==> src/hw/rtl/shmh_pkg.sv <==
// Shared constants, types and command/status structs for the salted mixing hash.
package shmh_pkg;

    // Number of 32-bit state words (at least 8, since the digest reads words 0..7).
    localparam int STATE_WORDS   = 16;
    localparam int SW_BITS       = $clog2(STATE_WORDS);
    localparam int BLOCK_BYTES   = 32;
    localparam int BLOCK_WORDS   = 8;
    localparam int FINISH_ROUNDS = 12;
    localparam int ROUND_BITS    = $clog2(FINISH_ROUNDS);

    localparam logic [31:0] MIX_C1    = 32'h5bd1e995;
    localparam logic [31:0] MIX_C2    = 32'h1b873593;
    localparam logic [31:0] MIX_C3    = 32'hcc9e2d51;
    localparam logic [31:0] SEED_XOR  = 32'hdeadbeef;
    localparam logic [31:0] SEED_STEP = 32'h12345678;
    localparam logic [4:0]  FILL_START = 5'd16;

    typedef enum logic [1:0] {
        KIND_DATA  = 2'd0,
        KIND_FINAL = 2'd1,
        KIND_END   = 2'd2,
        KIND_NONE  = 2'd3
    } kind_t;

    typedef enum logic [2:0] {
        ST_IDLE,
        ST_MIX_A,
        ST_WAIT_A,
        ST_WAIT_B,
        ST_FIN_A,
        ST_FIN_WAIT,
        ST_OUT
    } state_t;

    typedef enum logic [2:0] {
        OP_NONE,
        OP_ACCEPT,
        OP_START_A,
        OP_START_B,
        OP_COMMIT,
        OP_START_F,
        OP_CLOSE
    } op_t;

    typedef struct packed {
        op_t        op;
        logic [2:0] word_sel;
        logic [1:0] part_sel;
    } dp_cmd_t;

    typedef struct packed {
        logic [4:0] fill;
        logic       mix_done;
    } dp_status_t;

endpackage

==> src/hw/rtl/shmh_mixer.sv <==
// Three-stage rotate-multiply mixer with one multiply per stage.
module shmh_mixer (
    input  logic        clk,
    input  logic        rst_n,
    input  logic        start,
    input  logic [31:0] din,
    output logic        done,
    output logic [31:0] dout
);
    import shmh_pkg::*;

    logic [31:0] v1_reg, v2_reg, v3_reg;
    logic [31:0] v1_next, v2_next, v3_next;
    logic [2:0]  vld_reg;
    logic [2:0]  vld_next;
    logic [31:0] x1, x2, x3;

    // Each stage XORs in a rotated copy, then multiplies by its constant.
    always_comb
    begin
        x1       = din ^ {din[18:0], din[31:19]};
        v1_next  = x1 * MIX_C1;
        x2       = v1_reg ^ {v1_reg[14:0], v1_reg[31:15]};
        v2_next  = x2 * MIX_C2;
        x3       = v2_reg ^ {v2_reg[24:0], v2_reg[31:25]};
        v3_next  = x3 * MIX_C3;
        vld_next = {vld_reg[1:0], start};
    end

    // Stage valid bits.
    always_ff @(posedge clk or negedge rst_n)
    begin
        if (!rst_n)
        begin
            vld_reg <= '0;
        end
        else
        begin
            vld_reg <= vld_next;
        end
    end

    // Stage data.
    always_ff @(posedge clk)
    begin
        v1_reg <= v1_next;
        v2_reg <= v2_next;
        v3_reg <= v3_next;
    end

    assign done = vld_reg[2];
    assign dout = v3_reg;

endmodule

==> src/hw/rtl/shmh_datapath.sv <==
// Datapath: salt registers, state word ring, block byte buffer and the mixer.
module shmh_datapath (
    input  logic              clk,
    input  logic              rst_n,
    input  shmh_pkg::dp_cmd_t cmd,
    input  logic [1:0]        kind,
    input  logic [7:0]        data_byte,
    input  logic              cfg_write,
    input  logic              cfg_index,
    input  logic [63:0]       cfg_data,
    output shmh_pkg::dp_status_t status,
    output logic [63:0]       digest_part
);
    import shmh_pkg::*;

    logic [63:0] salt_low_reg, salt_high_reg;
    logic [31:0] st_reg  [STATE_WORDS];
    logic [31:0] st_next [STATE_WORDS];
    logic [7:0]  bb_reg  [BLOCK_BYTES];
    logic [7:0]  bb_next [BLOCK_BYTES];
    logic        open_reg, open_next;
    logic [4:0]  fill_reg, fill_next;
    logic [4:0]  pos_eff;
    logic [31:0] seed;
    logic [31:0] blk_word;
    logic [7:0]  salt_b;
    logic        mix_start;
    logic [31:0] mix_in;
    logic        mix_done;
    logic [31:0] mix_out;
    logic [63:0] raw_part;

    // Configuration writes.
    always_ff @(posedge clk or negedge rst_n)
    begin
        if (!rst_n)
        begin
            salt_low_reg  <= '0;
            salt_high_reg <= '0;
        end
        else if (cfg_write)
        begin
            if (cfg_index)
            begin
                salt_high_reg <= cfg_data;
            end
            else
            begin
                salt_low_reg <= cfg_data;
            end
        end
    end

    assign pos_eff = open_reg ? fill_reg : FILL_START;
    assign seed    = SEED_XOR ^ salt_low_reg[31:0];

    // Block word with bytes past the fill position read as zero padding.
    always_comb
    begin
        for (int b = 0; b < 4; b++)
        begin
            if (fill_reg == 5'd0 || {cmd.word_sel, 2'(b)} < fill_reg)
            begin
                blk_word[8*b +: 8] = bb_reg[{cmd.word_sel, 2'(b)}];
            end
            else
            begin
                blk_word[8*b +: 8] = 8'd0;
            end
        end
        salt_b = 8'(salt_low_reg >> {cmd.word_sel, 3'b000});
    end

    // Mixer input selection.
    always_comb
    begin
        mix_start = 1'b0;
        mix_in    = st_reg[0] ^ st_reg[1];
        case (cmd.op)
            OP_START_A:
            begin
                mix_start = 1'b1;
                mix_in    = blk_word + {24'd0, salt_b} + st_reg[1];
            end
            OP_START_B:
            begin
                mix_start = 1'b1;
                mix_in    = st_reg[0] ^ mix_out;
            end
            OP_START_F:
            begin
                mix_start = 1'b1;
                mix_in    = st_reg[0] ^ st_reg[1];
            end
            default:
            begin
                mix_start = 1'b0;
            end
        endcase
    end

    shmh_mixer u_mixer (
        .clk   (clk),
        .rst_n (rst_n),
        .start (mix_start),
        .din   (mix_in),
        .done  (mix_done),
        .dout  (mix_out)
    );

    // State ring, byte buffer and message bookkeeping.
    always_comb
    begin
        st_next   = st_reg;
        bb_next   = bb_reg;
        open_next = open_reg;
        fill_next = fill_reg;
        case (cmd.op)
            OP_ACCEPT:
            begin
                if (!open_reg)
                begin
                    for (int i = 0; i < STATE_WORDS; i++)
                    begin
                        st_next[i] = seed + 32'(SEED_STEP * i);
                    end
                    for (int i = 0; i < 8; i++)
                    begin
                        bb_next[i]     = salt_low_reg[8*i +: 8];
                        bb_next[i + 8] = salt_high_reg[8*i +: 8];
                    end
                    open_next = 1'b1;
                end
                if (kind_t'(kind) == KIND_END)
                begin
                    fill_next = pos_eff;
                end
                else
                begin
                    bb_next[pos_eff] = data_byte;
                    fill_next        = pos_eff + 5'd1;
                end
            end
            OP_COMMIT:
            begin
                for (int i = 0; i < STATE_WORDS - 1; i++)
                begin
                    st_next[i] = st_reg[i + 1];
                end
                st_next[STATE_WORDS - 1] = mix_out;
            end
            OP_CLOSE:
            begin
                open_next = 1'b0;
                fill_next = FILL_START;
            end
            default:
            begin
                open_next = open_reg;
            end
        endcase
    end

    always_ff @(posedge clk or negedge rst_n)
    begin
        if (!rst_n)
        begin
            open_reg <= 1'b0;
            fill_reg <= FILL_START;
        end
        else
        begin
            open_reg <= open_next;
            fill_reg <= fill_next;
        end
    end

    always_ff @(posedge clk)
    begin
        st_reg <= st_next;
        bb_reg <= bb_next;
    end

    // Digest slice selection with the salt folded into the first two slices.
    always_comb
    begin
        case (cmd.part_sel)
            2'd0:    raw_part = {st_reg[1], st_reg[0]} ^ salt_low_reg;
            2'd1:    raw_part = {st_reg[3], st_reg[2]} ^ salt_high_reg;
            2'd2:    raw_part = {st_reg[5], st_reg[4]};
            default: raw_part = {st_reg[7], st_reg[6]};
        endcase
    end

    assign digest_part     = raw_part;
    assign status.fill     = pos_eff;
    assign status.mix_done = mix_done;

endmodule

==> src/hw/rtl/shmh_ctrl.sv <==
// Controller: sequences block absorption, finishing rounds and digest output.
module shmh_ctrl (
    input  logic                 clk,
    input  logic                 rst_n,
    input  logic                 in_valid,
    input  logic [1:0]           kind,
    input  shmh_pkg::dp_status_t status,
    input  logic                 out_stall,
    output logic                 in_stall,
    output logic                 out_valid,
    output logic [1:0]           part_index,
    output logic                 last_part,
    output shmh_pkg::dp_cmd_t    cmd
);
    import shmh_pkg::*;

    state_t                state_reg, state_next;
    logic [2:0]            j_reg, j_next;
    logic [SW_BITS-1:0]    k_reg, k_next;
    logic [ROUND_BITS-1:0] round_reg, round_next;
    logic [1:0]            part_reg, part_next;
    logic                  finish_reg, finish_next;
    logic                  accept;
    logic                  k_last;
    logic [4:0]            new_fill;
    logic                  go_absorb;
    logic                  go_finish;

    assign accept   = in_valid && (state_reg == ST_IDLE) && (kind_t'(kind) != KIND_NONE);
    assign k_last   = (k_reg == SW_BITS'(STATE_WORDS - 1));
    assign new_fill = status.fill + 5'd1;

    // What an accepted item sets in motion.
    always_comb
    begin
        go_finish = (kind_t'(kind) != KIND_DATA);
        if (kind_t'(kind) == KIND_END)
        begin
            go_absorb = (status.fill != 5'd0);
        end
        else
        begin
            go_absorb = (new_fill == 5'd0) || (kind_t'(kind) == KIND_FINAL);
        end
    end

    // Next state and counters.
    always_comb
    begin
        state_next  = state_reg;
        j_next      = j_reg;
        k_next      = k_reg;
        round_next  = round_reg;
        part_next   = part_reg;
        finish_next = finish_reg;
        case (state_reg)
            ST_IDLE:
            begin
                if (accept)
                begin
                    finish_next = go_finish;
                    j_next      = 3'd0;
                    k_next      = '0;
                    round_next  = '0;
                    part_next   = 2'd0;
                    if (go_absorb)
                    begin
                        state_next = ST_MIX_A;
                    end
                    else if (go_finish)
                    begin
                        state_next = ST_FIN_A;
                    end
                end
            end
            ST_MIX_A:
            begin
                state_next = ST_WAIT_A;
            end
            ST_WAIT_A:
            begin
                if (status.mix_done)
                begin
                    state_next = ST_WAIT_B;
                end
            end
            ST_WAIT_B:
            begin
                if (status.mix_done)
                begin
                    k_next = k_reg + 1'b1;
                    state_next = ST_MIX_A;
                    if (k_last)
                    begin
                        k_next = '0;
                        j_next = j_reg + 3'd1;
                        if (j_reg == 3'(BLOCK_WORDS - 1))
                        begin
                            state_next = finish_reg ? ST_FIN_A : ST_IDLE;
                        end
                    end
                end
            end
            ST_FIN_A:
            begin
                state_next = ST_FIN_WAIT;
            end
            ST_FIN_WAIT:
            begin
                if (status.mix_done)
                begin
                    k_next     = k_reg + 1'b1;
                    state_next = ST_FIN_A;
                    if (k_last)
                    begin
                        k_next     = '0;
                        round_next = round_reg + 1'b1;
                        if (round_reg == ROUND_BITS'(FINISH_ROUNDS - 1))
                        begin
                            state_next = ST_OUT;
                        end
                    end
                end
            end
            ST_OUT:
            begin
                if (!out_stall)
                begin
                    part_next = part_reg + 2'd1;
                    if (part_reg == 2'd3)
                    begin
                        state_next = ST_IDLE;
                    end
                end
            end
            default:
            begin
                state_next = ST_IDLE;
            end
        endcase
    end

    // Commands and handshake outputs.
    always_comb
    begin
        cmd.op       = OP_NONE;
        cmd.word_sel = j_reg;
        cmd.part_sel = part_reg;
        case (state_reg)
            ST_IDLE:     cmd.op = accept ? OP_ACCEPT : OP_NONE;
            ST_MIX_A:    cmd.op = OP_START_A;
            ST_WAIT_A:   cmd.op = status.mix_done ? OP_START_B : OP_NONE;
            ST_WAIT_B:   cmd.op = status.mix_done ? OP_COMMIT : OP_NONE;
            ST_FIN_A:    cmd.op = OP_START_F;
            ST_FIN_WAIT: cmd.op = status.mix_done ? OP_COMMIT : OP_NONE;
            ST_OUT:      cmd.op = (!out_stall && part_reg == 2'd3) ? OP_CLOSE : OP_NONE;
            default:     cmd.op = OP_NONE;
        endcase
        in_stall   = (state_reg != ST_IDLE);
        out_valid  = (state_reg == ST_OUT);
        part_index = part_reg;
        last_part  = (part_reg == 2'd3);
    end

    always_ff @(posedge clk or negedge rst_n)
    begin
        if (!rst_n)
        begin
            state_reg  <= ST_IDLE;
            j_reg      <= '0;
            k_reg      <= '0;
            round_reg  <= '0;
            part_reg   <= '0;
            finish_reg <= 1'b0;
        end
        else
        begin
            state_reg  <= state_next;
            j_reg      <= j_next;
            k_reg      <= k_next;
            round_reg  <= round_next;
            part_reg   <= part_next;
            finish_reg <= finish_next;
        end
    end

endmodule

==> src/hw/rtl/salted_hybrid_mixing_hash_unit.sv <==
// Top level of the salted mixing hash unit: controller plus datapath.
// The unit takes one message byte per item and returns four 64-bit digest items at
// message end. A byte that does not complete a 32-byte block leaves the unit idle.
// A completed or final block runs 8 x STATE_WORDS word updates through one shared
// three-stage multiply mixer, and the finishing pass runs 12 x STATE_WORDS mixes.
// No byte is taken from the start of absorption until the last digest item leaves.
// The four digest items follow at one per cycle while out_stall is low.
module salted_hybrid_mixing_hash_unit (
    input  logic        clk,
    input  logic        rst_n,
    input  logic        in_valid,
    output logic        in_stall,
    input  logic [1:0]  kind,
    input  logic [7:0]  data_byte,
    output logic        out_valid,
    input  logic        out_stall,
    output logic [63:0] digest_part,
    output logic [1:0]  part_index,
    output logic        last_part,
    input  logic        cfg_write,
    input  logic        cfg_index,
    input  logic [63:0] cfg_data
);
    import shmh_pkg::*;

    dp_cmd_t    cmd;
    dp_status_t status;

    // Sequencer.
    shmh_ctrl u_ctrl (
        .clk        (clk),
        .rst_n      (rst_n),
        .in_valid   (in_valid),
        .kind       (kind),
        .status     (status),
        .out_stall  (out_stall),
        .in_stall   (in_stall),
        .out_valid  (out_valid),
        .part_index (part_index),
        .last_part  (last_part),
        .cmd        (cmd)
    );

    // Storage and arithmetic.
    shmh_datapath u_datapath (
        .clk         (clk),
        .rst_n       (rst_n),
        .cmd         (cmd),
        .kind        (kind),
        .data_byte   (data_byte),
        .cfg_write   (cfg_write),
        .cfg_index   (cfg_index),
        .cfg_data    (cfg_data),
        .status      (status),
        .digest_part (digest_part)
    );

endmodule

==> config.mk <==
export PLATFORM = sky130hd
export DESIGN_NAME = salted_hybrid_mixing_hash_unit
export DESIGN_NICKNAME = d
export VERILOG_FILES = /design/src/hw/rtl/shmh_pkg.sv /design/src/hw/rtl/shmh_mixer.sv /design/src/hw/rtl/shmh_datapath.sv /design/src/hw/rtl/shmh_ctrl.sv /design/src/hw/rtl/salted_hybrid_mixing_hash_unit.sv
export SDC_FILE = /design/constraint.sdc
export NUM_CORES = 2
export LEC_CHECK = 0
export BUFFER_PORTS_ARGS = -buffer_cell sky130_fd_sc_hd__buf_2
export CORE_MARGIN = 2
export CORE_UTILIZATION = 59
export DETAILED_ROUTE_END_ITERATION = 8
export HOLD_SLACK_MARGIN = 0.15
export PLACE_DENSITY = 0.79
export SLEW_MARGIN = 15
export SYNTH_ARGS = -nofsm -noshare
export SYNTH_HDL_FRONTEND = slang
export SYNTH_HIERARCHICAL = 1
export SYNTH_SLANG_ARGS = --single-unit
==> constraint.sdc <==
create_clock -name clk -period 39.9 [get_ports clk]
set_input_delay 5.985 -clock clk [delete_from_list [all_inputs] [get_ports clk]]
set_output_delay 5.985 -clock clk [all_outputs]
set_load 0.02 [all_outputs]
# Word level (Yosys, flattened, before mapping)
# Index checks and enable logic that the tools add are counted.
# totals
regBits	1018
inputBits	80
out_inout_bits	69
wordCells	245
# op_classes
addsub	22
mul	3
magnitude_cmp	10
n_eq_ne	32
shift	1
n_mux	65
bitwise_logic	15
reduce_logical	35
# ops
cell	count
512-bit case mux with 2 select lines	1
512-bit 2-to-1 mux	1
256-bit bitwise mux	1
128-bit 2-to-1 mux	2
256-bit 2-to-1 mux	1
32-bit adder (second input constant)	7
64-bit case mux with 3 select lines	1
8-bit binary-select mux with 5-bit select	4
32-bit bitwise XOR	5
32-bit by 31-bit adder with 32-bit output (second input constant)	4
64-bit bitwise XOR	2
8-bit 2-to-1 mux	13
32-bit by 29-bit adder with 32-bit output (second input constant)	2
32-bit by 30-bit adder with 32-bit output (second input constant)	2
32-bit by 31-bit multiplier with 32-bit output (second input constant)	2
32-bit case mux with 2 select lines	1
64-bit by 6-bit >> shifter with 8-bit output	1
3-bit 2-to-1 mux	17
8-bit demux with 5-bit select	1
32-bit adder	1
32-bit by 8-bit adder with 32-bit output	1
32-bit by 29-bit multiplier with 32-bit output (second input constant)	1
6-bit >= comparator (second input constant)	5
5-bit NOT with 6-bit output	5
other kinds (43)	102

# Logic depth before layout (Yosys ltp)
# depth
word_depth	10
mapped_depth	48
ltp_nobuf	45

# Cells and area by module
# Netlist, hierarchy kept.
# by_module_without_submodules
module	n_inst	cells_each	area_per_inst_um2	seq_area_each_um2
shmh_datapath	1	4815	51672.1	26416.6
shmh_mixer	1	2618	27020.9	1996.9
shmh_ctrl	1	145	1178.6	425.4

# Least setup slack after synthesis
# OpenSTA, ideal clock, no wires.
# synth_timing
path_kind	in2reg
start	in in_valid
end	reg u_datapath/st_reg[0] in the netlist's numbering (enable)
arrival_time_ns	46.722
slack_ns	-8.917
path_stages	10
path_cell_list	a21boi_1 > nor2_1 > nor2_1 > a21oi_1 > nor2_1 > nor2b_1 > nor2b_1 > clkbuf_1 > inv_1 > o21ai_0
# synth_rtl
item	line_no	rtl
start, declared	salted_hybrid_mixing_hash_unit.sv:11	input logic in_valid,
end signal, assigned	shmh_datapath.sv:180	st_reg <= st_next;
end, declared	shmh_datapath.sv:17	logic [31:0] st_reg [STATE_WORDS];

==> results.json <==
{
  "outcome": "finished with violations",
  "violations": "DRC",
  "cts_sinks": 1018,
  "cp_common_cell": "inv_1",
  "cp_max_fo": 32,
  "cp.arrival_ps": 16280,
  "worst_pin_slew_ps": 1250,
  "synth_cells": 7578,
  "async_flop_share_pct": 15.1,
  "grt_pass1_wl_um": 373000,
  "ctsHoldBuffers": 0,
  "max_freq_ghz": 0.0638,
  "endpoint_kind": "flip-flop",
  "vias_per_cell": 6.29,
  "dr.first_iter.drc_count": 7505,
  "drive_above_1_share_pct": 9.96,
  "clkLatencyLatePin_ps": 780,
  "cts_buffers": 107,
  "fill_cells": 10500,
  "cts-root-buf": "clkbuf_16",
  "finalCriticalPeriod_ps": 15680,
  "finalCritPeriodShare_pct": 39.3,
  "max_slew_margin_pct": 16.2,
  "register_area_um2": 28900,
  "final_hold_viol_count": 0,
  "hpwlAfterDp_um": 188000,
  "rsz0062_at_grt": "no",
  "slew_violations": 0,
  "clk_pin_slew_ps": 60,
  "nets": 8825,
  "fp.dieH_um": 372,
  "synthToLayoutAreaGrowth_pct": 7.84,
  "syn_nets": 8827,
  "finClkSkew_ps": 103,
  "final_common_cell": "inv_1",
  "synth_area_um2": 79900,
  "max_stage_delay_ps": 880,
  "synth_warnings": 6,
  "post-cts-setup-buffers": 0,
  "vias": 59500,
  "synth_edf_count": 768,
  "initial_core_util_pct": 59.2,
  "track_usage_pct": 36.2,
  "setup_viol": 0,
  "layout_common_cells": "inv_1, edfxtp_1, ha_1",
  "ys_ff_latch": 1018,
  "ys.flop_type": "edfxtp_1",
  "rows": 135,
  "grt_pass1_vias": 59300,
  "critPathRequiredTime_ps": 40510,
  "cts_resized": 0,
  "clockBufferDepth": 3,
  "cts_max_level": 3,
  "min_path_type": "reg -> reg",
  "tns_ps": 0,
  "antenna_found_initial": 19,
  "multi_input_area_um2": 46600,
  "cts_tree": "yes",
  "numPortBuffers": 148,
  "grt_max_degree": 196,
  "routed_wl_um": 250000,
  "start_kind": "input pin",
  "cpMaxStageDelayCell": "a2111oi_0",
  "criticalPathCategory": "in -> reg",
  "drt_pre_antenna_iters": 9,
  "io_pins": 149,
  "routabilityCongestion": 0.991,
  "drv_cap": 0,
  "wl_per_cell_um": 26.5,
  "avgSynthCellArea_um2": 10.5,
  "die_w_um": 372,
  "die_area_um2": 138000,
  "ys_types": 98,
  "overflow": 0,
  "core-area_um2": 135000,
  "drtAntennaViolNets": 0,
  "synth_seq_area_share_pct": 36.1,
  "drcViolationCount": 1
}
-- logic make-up after synthesis --
logic type,synth area share [%]
flops,36.1
compound gates,10.1
buf+inv,5.62
simple gates,8.89
xor+xnor,8.76
mux,7.36
fa+ha+maj,23.2
-- worst paths after layout --
kind | startpoint | to | slack, ps | cells past startpoint
max in group asynchronous | rst_n | u_datapath/salt_low_reg[18] | 32650 | 3
hold reg to reg | u_datapath/u_mixer/vld_reg[0] | u_datapath/u_mixer/vld_reg[1] | 350 | 0
hold / removal | u_datapath/u_mixer/vld_reg[0] | u_datapath/u_mixer/vld_reg[1] | 350 | 0
setup reg to reg | u_ctrl/j_reg[2] | u_datapath/u_mixer/v1_reg[28] | 26010 | 43
setup / recovery | kind[1] | u_datapath/u_mixer/v1_reg[28] | 24220 | 39
min in group asynchronous | rst_n | u_datapath/salt_low_reg[53] | 5200 | 1
-- metal layers --
| metal | wire length (um) | global-route usage, % | up-vias | share of wire [%] |
|---|---|---|---|---|
| li1 | - | - | 25900 | - |
| met1 | 94600 | 47.9 | 29300 | 38 |
| met2 | 113000 | 55.9 | 3643 | 45 |
| met3 | 27000 | 7.87 | 683 | 11 |
| met4 | 15900 | 19.5 | 10 | 6.3 |
| met5 | 68 | 0 | - | 0.027 |
-- layout make-up --
class,instances,area share (%)
timing repair buffer,265,1.93
clock inverter,72,0.992
multi-input combinational,5377,54.1
tap,1781,2.59
inverter,807,3.52
antenna,8,0.0232
sequential,1018,33.5
clock buffer,132,3.32
-- Yosys cell counts (all sizes together) (132+ instances only) --
| master | number | area share (%) |
|---|---|---|
| buf | 132 | 0.68 |
| ha | 656 | 10 |
| mux2i | 205 | 2.6 |
| inv | 802 | 3.8 |
| clkbuf | 244 | 1.2 |
| xnor2 | 534 | 5.9 |
| o21ai | 411 | 2.6 |
| fa | 513 | 13 |
| xor2 | 252 | 2.8 |
| dfrtp | 153 | 4.8 |
| nand2 | 562 | 2.6 |
| a21oi | 494 | 3.1 |
| edfxtp | 768 | 29 |
| nor2 | 623 | 2.9 |
-- through the flow --
| step | setup WS, ps | hold slack [ps] | std cells | util (%) | cell area (um^2) |
|---|---|---|---|---|---|
| after floorplan | 4930 | 331 | 7578 | - | 79900 |
| after global placement | 24070 | 333 | 9248 | 61.0 | 82400 |
| after detailed placement | 23770 | 335 | 9248 | 61.1 | 82400 |
| after CTS | 24510 | 341 | 9452 | 63.8 | 86100 |
| after global routing | 23710 | 356 | 9452 | 63.8 | 86100 |
| final | 24220 | 349 | 9460 | 63.8 | 86100 |
-- worst max-delay path, delay by kind of cell --
family	cells	cell delay (ps)
buffers and inverters	9	1270
AOI/OAI and AO/OA	9	2490
xor gates and xnor gates	4	1370
muxes	1	250
adders and majority gates	9	3570
and+or+nand+nor	7	1320
Power is not shown: default switching activity piles up to over one toggle a cycle in this logic, so the estimate is an artifact.
